==> config.mk <==
export PLATFORM = sky130hd
export DESIGN_NAME = threshold_consensus_site_core
export DESIGN_NICKNAME = d
export VERILOG_FILES = /design/src/sv/tcs_pkg.sv /design/src/sv/tcs_prep.sv /design/src/sv/tcs_rank_mul.sv /design/src/sv/tcs_select.sv /design/src/sv/threshold_consensus_site_core.sv
export SDC_FILE = /design/constraint.sdc
export NUM_CORES = 2
export LEC_CHECK = 0
export ABC_AREA = 1
export CAP_MARGIN = 20
export CORE_MARGIN = 3
export CORE_UTILIZATION = 40
export DETAILED_ROUTE_END_ITERATION = 12
export DONT_BUFFER_PORTS = 1
export PLACE_DENSITY = 0.59
export SLEW_MARGIN = 30
export SYNTH_ARGS = -nofsm -noshare
export SYNTH_HDL_FRONTEND = slang
export SYNTH_HIERARCHICAL = 1
export SYNTH_SLANG_ARGS = --single-unit
==> constraint.sdc <==
create_clock -name clk -period 20.6 [get_ports clk]
set_input_delay 3.09 -clock clk [delete_from_list [all_inputs] [get_ports clk]]
set_output_delay 3.09 -clock clk [all_outputs]
set_load 0.05 [all_outputs]
==> src/sv/tcs_pkg.sv <==
// Shared types, constants and letter table for the threshold consensus site core.
package tcs_pkg;

  // Threshold format: unsigned Q16, 17 bits so that 1.0 fits
  localparam int unsigned FRAC_BITS = 16;
  localparam int unsigned THR_W     = 17;
  localparam logic [THR_W-1:0] Q16_ONE = 17'h1_0000;

  // Configuration port geometry
  localparam int unsigned ADDR_W = 4;
  localparam int unsigned DATA_W = 32;

  // Register indexes, taken from paddr[3:2]
  localparam logic [1:0] REG_THRESHOLD  = 2'd0;
  localparam logic [1:0] REG_GAPS       = 2'd1;
  localparam logic [1:0] REG_AMBIG      = 2'd2;
  localparam logic [1:0] REG_SEQ_TOTAL  = 2'd3;

  // Output characters
  localparam logic [7:0] GAP_CODE  = 8'h2D;  // '-'
  localparam logic [7:0] MASK_CODE = 8'h58;  // 'X'

  // Configuration seen by the pipeline stages
  typedef struct packed {
    logic [THR_W-1:0] threshold;
    logic             gaps_allowed;
    logic             ambiguities_on;
  } cfg_t;

  // IUPAC letter of a base set: bit0 A, bit1 C, bit2 G, bit3 T
  function automatic logic [7:0] iupac_letter(input logic [3:0] set);
    logic [7:0] letter;
    case (set)
      4'h0: letter = GAP_CODE;
      4'h1: letter = 8'h41;  // 'A'
      4'h2: letter = 8'h43;  // 'C'
      4'h3: letter = 8'h4D;  // 'M'
      4'h4: letter = 8'h47;  // 'G'
      4'h5: letter = 8'h52;  // 'R'
      4'h6: letter = 8'h53;  // 'S'
      4'h7: letter = 8'h56;  // 'V'
      4'h8: letter = 8'h54;  // 'T'
      4'h9: letter = 8'h57;  // 'W'
      4'hA: letter = 8'h59;  // 'Y'
      4'hB: letter = 8'h48;  // 'H'
      4'hC: letter = 8'h4B;  // 'K'
      4'hD: letter = 8'h44;  // 'D'
      4'hE: letter = 8'h42;  // 'B'
      default: letter = 8'h4E;  // 'N'
    endcase
    return letter;
  endfunction

endpackage

==> src/sv/tcs_prep.sv <==
// Stage 1: base sum, gap count, column total and pairwise count order.
module tcs_prep #(
  parameter int unsigned COUNT_BITS = 16,
  parameter int unsigned SEQ_W      = 16
) (
  input  logic                        clk,
  input  logic                        rst_n,
  input  logic                        valid_i,
  output logic                        ready_o,
  input  logic [3:0][COUNT_BITS-1:0]  cnt_i,
  input  logic [SEQ_W-1:0]            seq_total_i,
  input  logic                        gaps_allowed_i,
  output logic                        valid_o,
  input  logic                        ready_i,
  output logic [3:0][COUNT_BITS-1:0]  cnt_o,
  output logic [5:0]                  ahead_o,
  output logic [COUNT_BITS+1:0]       total_o,
  output logic [SEQ_W-1:0]            gap_o,
  output logic                        err_o,
  output logic                        gap_all_o
);

  localparam int unsigned SUM_W = COUNT_BITS + 2;

  logic                       valid_r;
  logic [3:0][COUNT_BITS-1:0] cnt_r;
  logic [5:0]                 ahead_r;
  logic [SUM_W-1:0]           total_r;
  logic [SEQ_W-1:0]           gap_r;
  logic                       err_r;
  logic                       gap_all_r;

  logic [SUM_W-1:0]           sum;
  logic [SUM_W-1:0]           seq_ext;
  logic                       err_nxt;
  logic [SEQ_W-1:0]           gap_nxt;
  logic [SUM_W-1:0]           total_nxt;
  logic [5:0]                 ahead_nxt;

  // Sum the bases and derive the gap count, clamped at zero
  always_comb begin
    sum = SUM_W'(cnt_i[0]) + SUM_W'(cnt_i[1]) + SUM_W'(cnt_i[2]) + SUM_W'(cnt_i[3]);
    seq_ext = SUM_W'(seq_total_i);
    err_nxt = sum > seq_ext;
    gap_nxt = err_nxt ? '0 : (seq_total_i - sum[SEQ_W-1:0]);
    // sum plus gap is the sequence count unless the gap was clamped
    total_nxt = (gaps_allowed_i && !err_nxt) ? seq_ext : sum;
  end

  // Pairwise order, lower index ahead on ties
  always_comb begin
    ahead_nxt[0] = cnt_i[0] >= cnt_i[1];
    ahead_nxt[1] = cnt_i[0] >= cnt_i[2];
    ahead_nxt[2] = cnt_i[0] >= cnt_i[3];
    ahead_nxt[3] = cnt_i[1] >= cnt_i[2];
    ahead_nxt[4] = cnt_i[1] >= cnt_i[3];
    ahead_nxt[5] = cnt_i[2] >= cnt_i[3];
  end

  assign ready_o = !valid_r || ready_i;

  // Advance the stage valid
  always_ff @(posedge clk) begin
    if (!rst_n) begin
      valid_r <= 1'b0;
    end else if (ready_o) begin
      valid_r <= valid_i;
    end
  end

  // Load the payload on each accepted request
  always_ff @(posedge clk) begin
    if (ready_o && valid_i) begin
      cnt_r     <= cnt_i;
      ahead_r   <= ahead_nxt;
      total_r   <= total_nxt;
      gap_r     <= gap_nxt;
      err_r     <= err_nxt;
      gap_all_r <= gap_nxt == seq_total_i;
    end
  end

  assign valid_o   = valid_r;
  assign cnt_o     = cnt_r;
  assign ahead_o   = ahead_r;
  assign total_o   = total_r;
  assign gap_o     = gap_r;
  assign err_o     = err_r;
  assign gap_all_o = gap_all_r;

endmodule

==> src/sv/tcs_rank_mul.sv <==
// Stage 2: rank and sort the bases, prefix sums, threshold times total.
module tcs_rank_mul #(
  parameter int unsigned COUNT_BITS = 16,
  parameter int unsigned SEQ_W      = 16
) (
  input  logic                                  clk,
  input  logic                                  rst_n,
  input  logic                                  valid_i,
  output logic                                  ready_o,
  input  logic [3:0][COUNT_BITS-1:0]            cnt_i,
  input  logic [5:0]                            ahead_i,
  input  logic [COUNT_BITS+1:0]                 total_i,
  input  logic [SEQ_W-1:0]                      gap_i,
  input  logic                                  err_i,
  input  logic                                  gap_all_i,
  input  logic [tcs_pkg::THR_W-1:0]             threshold_i,
  output logic                                  valid_o,
  input  logic                                  ready_i,
  output logic [3:0]                            nz_o,
  output logic [3:0][1:0]                       ord_o,
  output logic [2:0][COUNT_BITS+1:0]            acc_o,
  output logic [COUNT_BITS+tcs_pkg::THR_W+1:0]  prod_o,
  output logic [SEQ_W-1:0]                      gap_o,
  output logic                                  err_o,
  output logic                                  gap_all_o,
  output logic                                  gap_gt_top_o
);

  localparam int unsigned SUM_W  = COUNT_BITS + 2;
  localparam int unsigned PROD_W = SUM_W + tcs_pkg::THR_W;

  logic                       valid_r;
  logic [3:0]                 nz_r;
  logic [3:0][1:0]            ord_r;
  logic [2:0][SUM_W-1:0]      acc_r;
  logic [PROD_W-1:0]          prod_r;
  logic [SEQ_W-1:0]           gap_r;
  logic                       err_r;
  logic                       gap_all_r;
  logic                       gap_gt_top_r;

  logic [3:0][1:0]            rank;
  logic [3:0][1:0]            ord_nxt;
  logic [3:0][COUNT_BITS-1:0] sc;
  logic [3:0]                 nz_nxt;
  logic [2:0][SUM_W-1:0]      acc_nxt;
  logic [tcs_pkg::THR_W-1:0]  thr_sat;
  logic [PROD_W-1:0]          prod_nxt;

  // Rank of each base: number of bases ahead of it
  always_comb begin
    rank[0] = 2'(!ahead_i[0]) + 2'(!ahead_i[1]) + 2'(!ahead_i[2]);
    rank[1] = 2'(ahead_i[0])  + 2'(!ahead_i[3]) + 2'(!ahead_i[4]);
    rank[2] = 2'(ahead_i[1])  + 2'(ahead_i[3])  + 2'(!ahead_i[5]);
    rank[3] = 2'(ahead_i[2])  + 2'(ahead_i[4])  + 2'(ahead_i[5]);
  end

  // Place each base at its rank and pick up the sorted counts
  always_comb begin
    ord_nxt = '0;
    for (int r = 0; r < 4; r++) begin
      for (int b = 0; b < 4; b++) begin
        if (rank[b] == 2'(r)) begin
          ord_nxt[r] = 2'(b);
        end
      end
    end
    for (int r = 0; r < 4; r++) begin
      sc[r]     = cnt_i[ord_nxt[r]];
      nz_nxt[r] = sc[r] != '0;
    end
  end

  // Running sums of the sorted counts
  always_comb begin
    acc_nxt[0] = SUM_W'(sc[0]);
    acc_nxt[1] = SUM_W'(sc[0]) + SUM_W'(sc[1]);
    acc_nxt[2] = SUM_W'(sc[0]) + SUM_W'(sc[1]) + SUM_W'(sc[2]);
  end

  // Saturate the threshold at 1.0 and scale the total
  always_comb begin
    thr_sat  = (threshold_i > tcs_pkg::Q16_ONE) ? tcs_pkg::Q16_ONE : threshold_i;
    prod_nxt = PROD_W'(thr_sat) * PROD_W'(total_i);
  end

  assign ready_o = !valid_r || ready_i;

  // Advance the stage valid
  always_ff @(posedge clk) begin
    if (!rst_n) begin
      valid_r <= 1'b0;
    end else if (ready_o) begin
      valid_r <= valid_i;
    end
  end

  // Load the payload on each accepted request
  always_ff @(posedge clk) begin
    if (ready_o && valid_i) begin
      nz_r         <= nz_nxt;
      ord_r        <= ord_nxt;
      acc_r        <= acc_nxt;
      prod_r       <= prod_nxt;
      gap_r        <= gap_i;
      err_r        <= err_i;
      gap_all_r    <= gap_all_i;
      gap_gt_top_r <= COUNT_BITS'(gap_i) > sc[0];
    end
  end

  assign valid_o      = valid_r;
  assign nz_o         = nz_r;
  assign ord_o        = ord_r;
  assign acc_o        = acc_r;
  assign prod_o       = prod_r;
  assign gap_o        = gap_r;
  assign err_o        = err_r;
  assign gap_all_o    = gap_all_r;
  assign gap_gt_top_o = gap_gt_top_r;

endmodule

==> src/sv/tcs_select.sv <==
// Stage 3: threshold compares, base set choice and consensus letter.
module tcs_select #(
  parameter int unsigned COUNT_BITS = 16,
  parameter int unsigned SEQ_W      = 16
) (
  input  logic                                  clk,
  input  logic                                  rst_n,
  input  logic                                  valid_i,
  output logic                                  ready_o,
  input  logic [3:0]                            nz_i,
  input  logic [3:0][1:0]                       ord_i,
  input  logic [2:0][COUNT_BITS+1:0]            acc_i,
  input  logic [COUNT_BITS+tcs_pkg::THR_W+1:0]  prod_i,
  input  logic [SEQ_W-1:0]                      gap_i,
  input  logic                                  err_i,
  input  logic                                  gap_all_i,
  input  logic                                  gap_gt_top_i,
  input  tcs_pkg::cfg_t                         cfg_i,
  output logic                                  valid_o,
  input  logic                                  ready_i,
  output logic [7:0]                            site_code_o,
  output logic                                  count_error_o
);

  localparam int unsigned SUM_W  = COUNT_BITS + 2;
  localparam int unsigned PROD_W = SUM_W + tcs_pkg::THR_W;
  localparam int unsigned CMP_W  = PROD_W + tcs_pkg::FRAC_BITS;

  logic       valid_r;
  logic [7:0] site_code_r;
  logic       count_error_r;

  logic [2:0] reached;
  logic       gap_reached;
  logic [3:0] chosen;
  logic [3:0] set;
  logic       is_gap;
  logic [7:0] code_nxt;

  // Fraction compares: value * 2^16 against threshold * total
  always_comb begin
    for (int k = 0; k < 3; k++) begin
      reached[k] = (CMP_W'(acc_i[k]) << tcs_pkg::FRAC_BITS) >= CMP_W'(prod_i);
    end
    gap_reached = (CMP_W'(gap_i) << tcs_pkg::FRAC_BITS) >= CMP_W'(prod_i);
  end

  // Take bases in rank order until a zero count or the threshold stops it
  always_comb begin
    chosen[0] = nz_i[0];
    chosen[1] = chosen[0] && !reached[0] && nz_i[1];
    chosen[2] = chosen[1] && !reached[1] && nz_i[2];
    chosen[3] = chosen[2] && !reached[2] && nz_i[3];
    set = '0;
    for (int r = 0; r < 4; r++) begin
      if (chosen[r]) begin
        set[ord_i[r]] = 1'b1;
      end
    end
    is_gap = gap_all_i || (cfg_i.gaps_allowed && gap_reached && gap_gt_top_i);
    if (is_gap) begin
      code_nxt = tcs_pkg::GAP_CODE;
    end else if (chosen[1] && !cfg_i.ambiguities_on) begin
      code_nxt = tcs_pkg::MASK_CODE;
    end else begin
      code_nxt = tcs_pkg::iupac_letter(set);
    end
  end

  assign ready_o = !valid_r || ready_i;

  // Hold the result until the consumer takes it
  always_ff @(posedge clk) begin
    if (!rst_n) begin
      valid_r <= 1'b0;
    end else if (ready_o) begin
      valid_r <= valid_i;
    end
  end

  always_ff @(posedge clk) begin
    if (ready_o && valid_i) begin
      site_code_r   <= code_nxt;
      count_error_r <= err_i;
    end
  end

  assign valid_o       = valid_r;
  assign site_code_o   = site_code_r;
  assign count_error_o = count_error_r;

endmodule

==> src/sv/threshold_consensus_site_core.sv <==
// Top level of the threshold consensus site core: register file and three-stage pipeline.
//
//   channel   handshake                     payload
//   in        in_valid / in_ready           in_count_a, in_count_c, in_count_g, in_count_t
//   out       out_valid / out_ready         out_site_code, out_count_error
//   config    psel, penable, pwrite, pready paddr, pwdata, prdata
//
// One column per cycle sustained while out_ready holds high; an accepted column passes
// through the three register stages in order (sum and order, sort and the threshold
// multiply, compares and letter choice) before it shows on out_valid.
// Synchronous active-low reset empties the pipeline and loads register defaults.
// A stage takes a new column whenever it is empty or its successor moves, so a
// stall on out ready backs up one stage at a time; nothing is lost or repeated.
module threshold_consensus_site_core #(
  parameter int unsigned COUNT_BITS = 16
) (
  input  logic                          clk,
  input  logic                          rst_n,
  // column counts
  input  logic                          in_valid,
  output logic                          in_ready,
  input  logic [COUNT_BITS-1:0]         in_count_a,
  input  logic [COUNT_BITS-1:0]         in_count_c,
  input  logic [COUNT_BITS-1:0]         in_count_g,
  input  logic [COUNT_BITS-1:0]         in_count_t,
  // consensus result
  output logic                          out_valid,
  input  logic                          out_ready,
  output logic [7:0]                    out_site_code,
  output logic                          out_count_error,
  // configuration
  input  logic                          psel,
  input  logic                          penable,
  input  logic                          pwrite,
  input  logic [tcs_pkg::ADDR_W-1:0]    paddr,
  input  logic [tcs_pkg::DATA_W-1:0]    pwdata,
  output logic [tcs_pkg::DATA_W-1:0]    prdata,
  output logic                          pready
);

  localparam int unsigned SEQ_W  = (COUNT_BITS < 16) ? COUNT_BITS : 16;
  localparam int unsigned SUM_W  = COUNT_BITS + 2;
  localparam int unsigned PROD_W = SUM_W + tcs_pkg::THR_W;

  tcs_pkg::cfg_t              cfg_r;
  logic [SEQ_W-1:0]           seq_total_r;
  logic                       wr_en;

  logic [3:0][COUNT_BITS-1:0] cnt_in;

  logic                       s1_valid;
  logic                       s1_ready;
  logic [3:0][COUNT_BITS-1:0] s1_cnt;
  logic [5:0]                 s1_ahead;
  logic [SUM_W-1:0]           s1_total;
  logic [SEQ_W-1:0]           s1_gap;
  logic                       s1_err;
  logic                       s1_gap_all;

  logic                       s2_valid;
  logic                       s2_ready;
  logic [3:0]                 s2_nz;
  logic [3:0][1:0]            s2_ord;
  logic [2:0][SUM_W-1:0]      s2_acc;
  logic [PROD_W-1:0]          s2_prod;
  logic [SEQ_W-1:0]           s2_gap;
  logic                       s2_err;
  logic                       s2_gap_all;
  logic                       s2_gap_gt_top;

  // Register writes complete in the access phase
  assign pready = 1'b1;
  assign wr_en  = psel && penable && pwrite && pready;

  always_ff @(posedge clk) begin
    if (!rst_n) begin
      cfg_r.threshold      <= tcs_pkg::THR_W'(32768);
      cfg_r.gaps_allowed   <= 1'b0;
      cfg_r.ambiguities_on <= 1'b1;
      seq_total_r          <= '0;
    end else if (wr_en) begin
      unique case (paddr[3:2])
        tcs_pkg::REG_THRESHOLD: cfg_r.threshold      <= pwdata[tcs_pkg::THR_W-1:0];
        tcs_pkg::REG_GAPS:      cfg_r.gaps_allowed   <= pwdata[0];
        tcs_pkg::REG_AMBIG:     cfg_r.ambiguities_on <= pwdata[0];
        tcs_pkg::REG_SEQ_TOTAL: seq_total_r          <= pwdata[SEQ_W-1:0];
      endcase
    end
  end

  // Read back the addressed register
  always_comb begin
    unique case (paddr[3:2])
      tcs_pkg::REG_THRESHOLD: prdata = tcs_pkg::DATA_W'(cfg_r.threshold);
      tcs_pkg::REG_GAPS:      prdata = tcs_pkg::DATA_W'(cfg_r.gaps_allowed);
      tcs_pkg::REG_AMBIG:     prdata = tcs_pkg::DATA_W'(cfg_r.ambiguities_on);
      tcs_pkg::REG_SEQ_TOTAL: prdata = tcs_pkg::DATA_W'(seq_total_r);
    endcase
  end

  assign cnt_in = {in_count_t, in_count_g, in_count_c, in_count_a};

  tcs_prep #(
    .COUNT_BITS (COUNT_BITS),
    .SEQ_W      (SEQ_W)
  ) u_prep (
    .clk            (clk),
    .rst_n          (rst_n),
    .valid_i        (in_valid),
    .ready_o        (in_ready),
    .cnt_i          (cnt_in),
    .seq_total_i    (seq_total_r),
    .gaps_allowed_i (cfg_r.gaps_allowed),
    .valid_o        (s1_valid),
    .ready_i        (s1_ready),
    .cnt_o          (s1_cnt),
    .ahead_o        (s1_ahead),
    .total_o        (s1_total),
    .gap_o          (s1_gap),
    .err_o          (s1_err),
    .gap_all_o      (s1_gap_all)
  );

  tcs_rank_mul #(
    .COUNT_BITS (COUNT_BITS),
    .SEQ_W      (SEQ_W)
  ) u_rank_mul (
    .clk          (clk),
    .rst_n        (rst_n),
    .valid_i      (s1_valid),
    .ready_o      (s1_ready),
    .cnt_i        (s1_cnt),
    .ahead_i      (s1_ahead),
    .total_i      (s1_total),
    .gap_i        (s1_gap),
    .err_i        (s1_err),
    .gap_all_i    (s1_gap_all),
    .threshold_i  (cfg_r.threshold),
    .valid_o      (s2_valid),
    .ready_i      (s2_ready),
    .nz_o         (s2_nz),
    .ord_o        (s2_ord),
    .acc_o        (s2_acc),
    .prod_o       (s2_prod),
    .gap_o        (s2_gap),
    .err_o        (s2_err),
    .gap_all_o    (s2_gap_all),
    .gap_gt_top_o (s2_gap_gt_top)
  );

  tcs_select #(
    .COUNT_BITS (COUNT_BITS),
    .SEQ_W      (SEQ_W)
  ) u_select (
    .clk           (clk),
    .rst_n         (rst_n),
    .valid_i       (s2_valid),
    .ready_o       (s2_ready),
    .nz_i          (s2_nz),
    .ord_i         (s2_ord),
    .acc_i         (s2_acc),
    .prod_i        (s2_prod),
    .gap_i         (s2_gap),
    .err_i         (s2_err),
    .gap_all_i     (s2_gap_all),
    .gap_gt_top_i  (s2_gap_gt_top),
    .cfg_i         (cfg_r),
    .valid_o       (out_valid),
    .ready_i       (out_ready),
    .site_code_o   (out_site_code),
    .count_error_o (out_count_error)
  );

endmodule

==> impl_metrics.env <==
export IMPL_outcome="finished clean"
export IMPL_cts_tree="done"
export IMPL_core_area_um2=79500
export IMPL_ys_warnings_count=6
export IMPL_synthAdderAreaFrac_pct=31.7
export IMPL_htree_levels=2
export IMPL_cts_root_buf="clkbuf_16"
export IMPL_dpl_hpwl_mm=75.9
export IMPL_drc_errors=0
export IMPL_die_area_um2=84300
export IMPL_syn_avg_cell_area_um2=7.90
export IMPL_p_leak_nw=17.3
export IMPL_nets=4792
export IMPL_worstSetupStartpointType="flop"
export IMPL_via_per_inst=5.21
export IMPL_setup_viol=0
export IMPL_cts_resized=0
export IMPL_drt_total_wl_mm=95.1
export IMPL_grt_pass1_vias=25900
export IMPL_grt_total_usage_pct=22.2
export IMPL_synthArstFlopShare_pct=0
export IMPL_vdd_ir_drop_max_uv=63.3
export IMPL_synth_edf_count=231
export IMPL_hold_slack_ns=0.435
export IMPL_clk_latency_ns=0.57
export IMPL_synth_compound_area_share_pct=7.08
export IMPL_min_path_type="flop to flop"
export IMPL_num_vias=26600
export IMPL_die_height_um=290
export IMPL_avgRoutedWirePerCell_um=18.6
export IMPL_numCtsBuffers=35
export IMPL_ctsHoldBuffers=0
export IMPL_timing_worst_setup_path_type="flop to flop"
export IMPL_die_w_um=290
export IMPL_synthDistinctLibCells=56
export IMPL_cp_max_fo=107
export IMPL_place_gp_congestion=0.933
export IMPL_cts_setup_buffers=0
export IMPL_clk_pin_slew_ns=0.06
export IMPL_required_ns=20.88
export IMPL_fin_area_um2=34100
export IMPL_drt_iter0_markers=2563
export IMPL_worstMarginPinSlew_ns=0.914
export IMPL_synthCells=4091
export IMPL_drv_cap=0
export IMPL_period_needed_ns=8.19
export IMPL_syn2layout_area_growth_pct=5.59
export IMPL_io_buffers=0
export IMPL_regArea_um2=7700
export IMPL_ys_seq_area_share_pct=23.8
export IMPL_rows=103
export IMPL_slew_headroom_pct=39.0
export IMPL_cp_arrival_ns=8.47
export IMPL_ys_seq_elements=269
export IMPL_rsz0062_at_grt="false"
export IMPL_muxShareOfSynthArea_pct=0
export IMPL_cts_sinks=269
export IMPL_fmax_mhz=122
export IMPL_drive_gt1_share_pct=4.02
export IMPL_crit_top_cell="fa_1"
export IMPL_slew_violations=0
export IMPL_grt_overflow=0
export IMPL_antenna_found_initial=2
export IMPL_hold_viol=0
export IMPL_clockBufferDepth=3
export IMPL_synthXorXnorAreaFrac_pct=1.79
export IMPL_grt_max_degree=108
export IMPL_io_pins=151
export IMPL_critPathTopFamily="adder cells"
export IMPL_fin_tns_setup_ns=0
export IMPL_crit_path_end_kind="flop"
export IMPL_utilization_pct=42.9
export IMPL_fin_crit_sh_pct=39.8
export IMPL_synth_ff_type="edfxtp_1"
export IMPL_cellPowerDensity_nw_per_um2=112
export IMPL_max_stage_delay_ns=0.68
export IMPL_antenna_left=0
export IMPL_synth_top_family_by_area="adder cells"
export IMPL_grt_pass1_wl_mm=148
export IMPL_multi_input_area_um2=21000
export IMPL_final_setup_skew_ns=0.0417
export IMPL_initial_core_util_pct=40.7
export IMPL_fill_cells=8029
export IMPL_place_area_um2=33100
export IMPL_synthSimpleGateAreaFrac_pct=24.1
export IMPL_first_pass_iters=6
export IMPL_syn_cell_area_um2=32300
export IMPL_cp_slowest_cell="buf_6"
export IMPL_path_buf_inv=6
[synthesized netlist by cell type, types with 16 or more instances]
library cell | n | share of area [%]
nand2_1 | 830 | 9.6
inv_1 | 758 | 8.8
nor2_1 | 416 | 4.8
ha_1 | 376 | 15
nand3_1 | 363 | 5.6
fa_1 | 277 | 17
edfxtp_1 | 231 | 21
a21oi_1 | 195 | 3.0
o21ai_0 | 120 | 1.9
nand4_1 | 47 | 0.91
xor2_1 | 44 | 1.2
clkbuf_1 | 42 | 0.49
dfxtp_1 | 38 | 2.4
buf_4 | 33 | 0.77
buf_2 | 31 | 0.48
nand2_2 | 30 | 0.58
nand2_4 | 23 | 0.80
nor3_1 | 22 | 0.34
xnor2_1 | 22 | 0.60
o21bai_1 | 19 | 0.44
buf_6 | 16 | 0.56
[state kept, by name, indices dropped and copies added (netlist names), 7 cells and up]
register              cells
u_rank_mul/prod_o        35
seq_total_r              16
u_prep/gap_o             16
u_prep/total_o           18
u_prep/cnt_o             64
u_select/site_code_o      7
cfg_r                    19
u_rank_mul/gap_o         16
u_rank_mul/acc_o         51
u_rank_mul/ord_o          8
[routing by layer]
metal	vias to the layer above	part of all wire, %	routed length [um]	track usage, %
li1	12900	-	-	-
met1	12700	44	42100	30.4
met2	853	46	43400	36.2
met3	150	6.3	6020	3.02
met4	0	3.8	3590	7.87
met5	-	0	0	0
[worst reg2reg max path: cells and delay by family (launching register included)]
kind                     cells  cell delay (ns)
AO/OA/AOI/OAI                2             0.55
AND/OR/NAND/NOR             10             2.43
buffers and inverters        6             1.05
adder cells (fa/ha/maj)      7             3.33
flip-flops                   1             0.57
[cell usage in the layout (no fill, tap or decap), types with 6 or more instances in the layout]
| master | instances |
|---|---|
| nand2_1 | 829 |
| inv_1 | 758 |
| nor2_1 | 415 |
| ha_1 | 376 |
| nand3_1 | 363 |
| fa_1 | 277 |
| edfxtp_1 | 231 |
| a21oi_1 | 192 |
| o21ai_0 | 120 |
| nand4_1 | 47 |
| xor2_1 | 44 |
| dfxtp_1 | 36 |
| clkbuf_16 | 35 |
| nand2_2 | 30 |
| nand2_4 | 24 |
| xnor2_1 | 22 |
| nor3_1 | 22 |
| conb_1 | 20 |
| o21bai_1 | 19 |
| a22o_1 | 15 |
| buf_4 | 14 |
| clkinv_1 | 13 |
| a21o_1 | 13 |
| o21a_1 | 12 |
| nand3b_1 | 12 |
| inv_2 | 11 |
| nor4_1 | 11 |
| nor2_2 | 9 |
| clkbuf_1 | 9 |
| nor2_4 | 8 |
| clkinv_2 | 7 |
| a31oi_1 | 6 |
| a21boi_0 | 6 |
[path summary, 6_finish.rpt]
kind / depth (start not counted) / slack (ns) / end / start
setup / recovery: 25 / 12.41 / u_rank_mul/prod_o[31]$_DFFE_PP_ / cfg_r[13]$_SDFFE_PN0P_
hold / removal: 0 / 0.43 / u_rank_mul/gap_all_o$_DFFE_PP_ / u_prep/gap_all_o$_DFFE_PP_
setup reg to reg: 25 / 12.41 / u_rank_mul/prod_o[31]$_DFFE_PP_ / cfg_r[13]$_SDFFE_PN0P_
hold reg to reg: 0 / 0.43 / u_rank_mul/gap_all_o$_DFFE_PP_ / u_prep/gap_all_o$_DFFE_PP_
[report_power, final]
part | switching (mW) | internal (mW) | total [mW]
sequential | 0.112 | 0.791 | 0.903
clock | 0.248 | 0.317 | 0.565
combinational | 1.55 | 0.799 | 2.35
total | 1.91 | 1.91 | 3.82
[logic make-up after synthesis]
logic type | Yosys count
simple gates | 1788
buf+inv | 903
fa+ha+maj | 653
compound gates | 408
flops | 269
xor+xnor | 66
other cells | 4
[metrics by stage]
stage	std cells	power [mW]	worst slack, ns
global route	5110	4.18	11.96
finish	5110	3.82	12.41
floorplan	4107	2.62	11.10
CTS	5108	3.82	12.11
detailed placement	5045	3.24	12.02
global placement	5045	3.22	11.99
[layout make-up]
class / instances / area share, %
repair buffers: 15 / 0.341
clock buffers: 44 / 2.66
clock inverters: 19 / 0.403
diodes: 2 / 0.0147
inverters: 776 / 8.54
flip-flops and latches: 269 / 22.6
multi-input cells: 2935 / 61.6
well taps: 1050 / 3.85
Power figures use the tool's default switching activity.
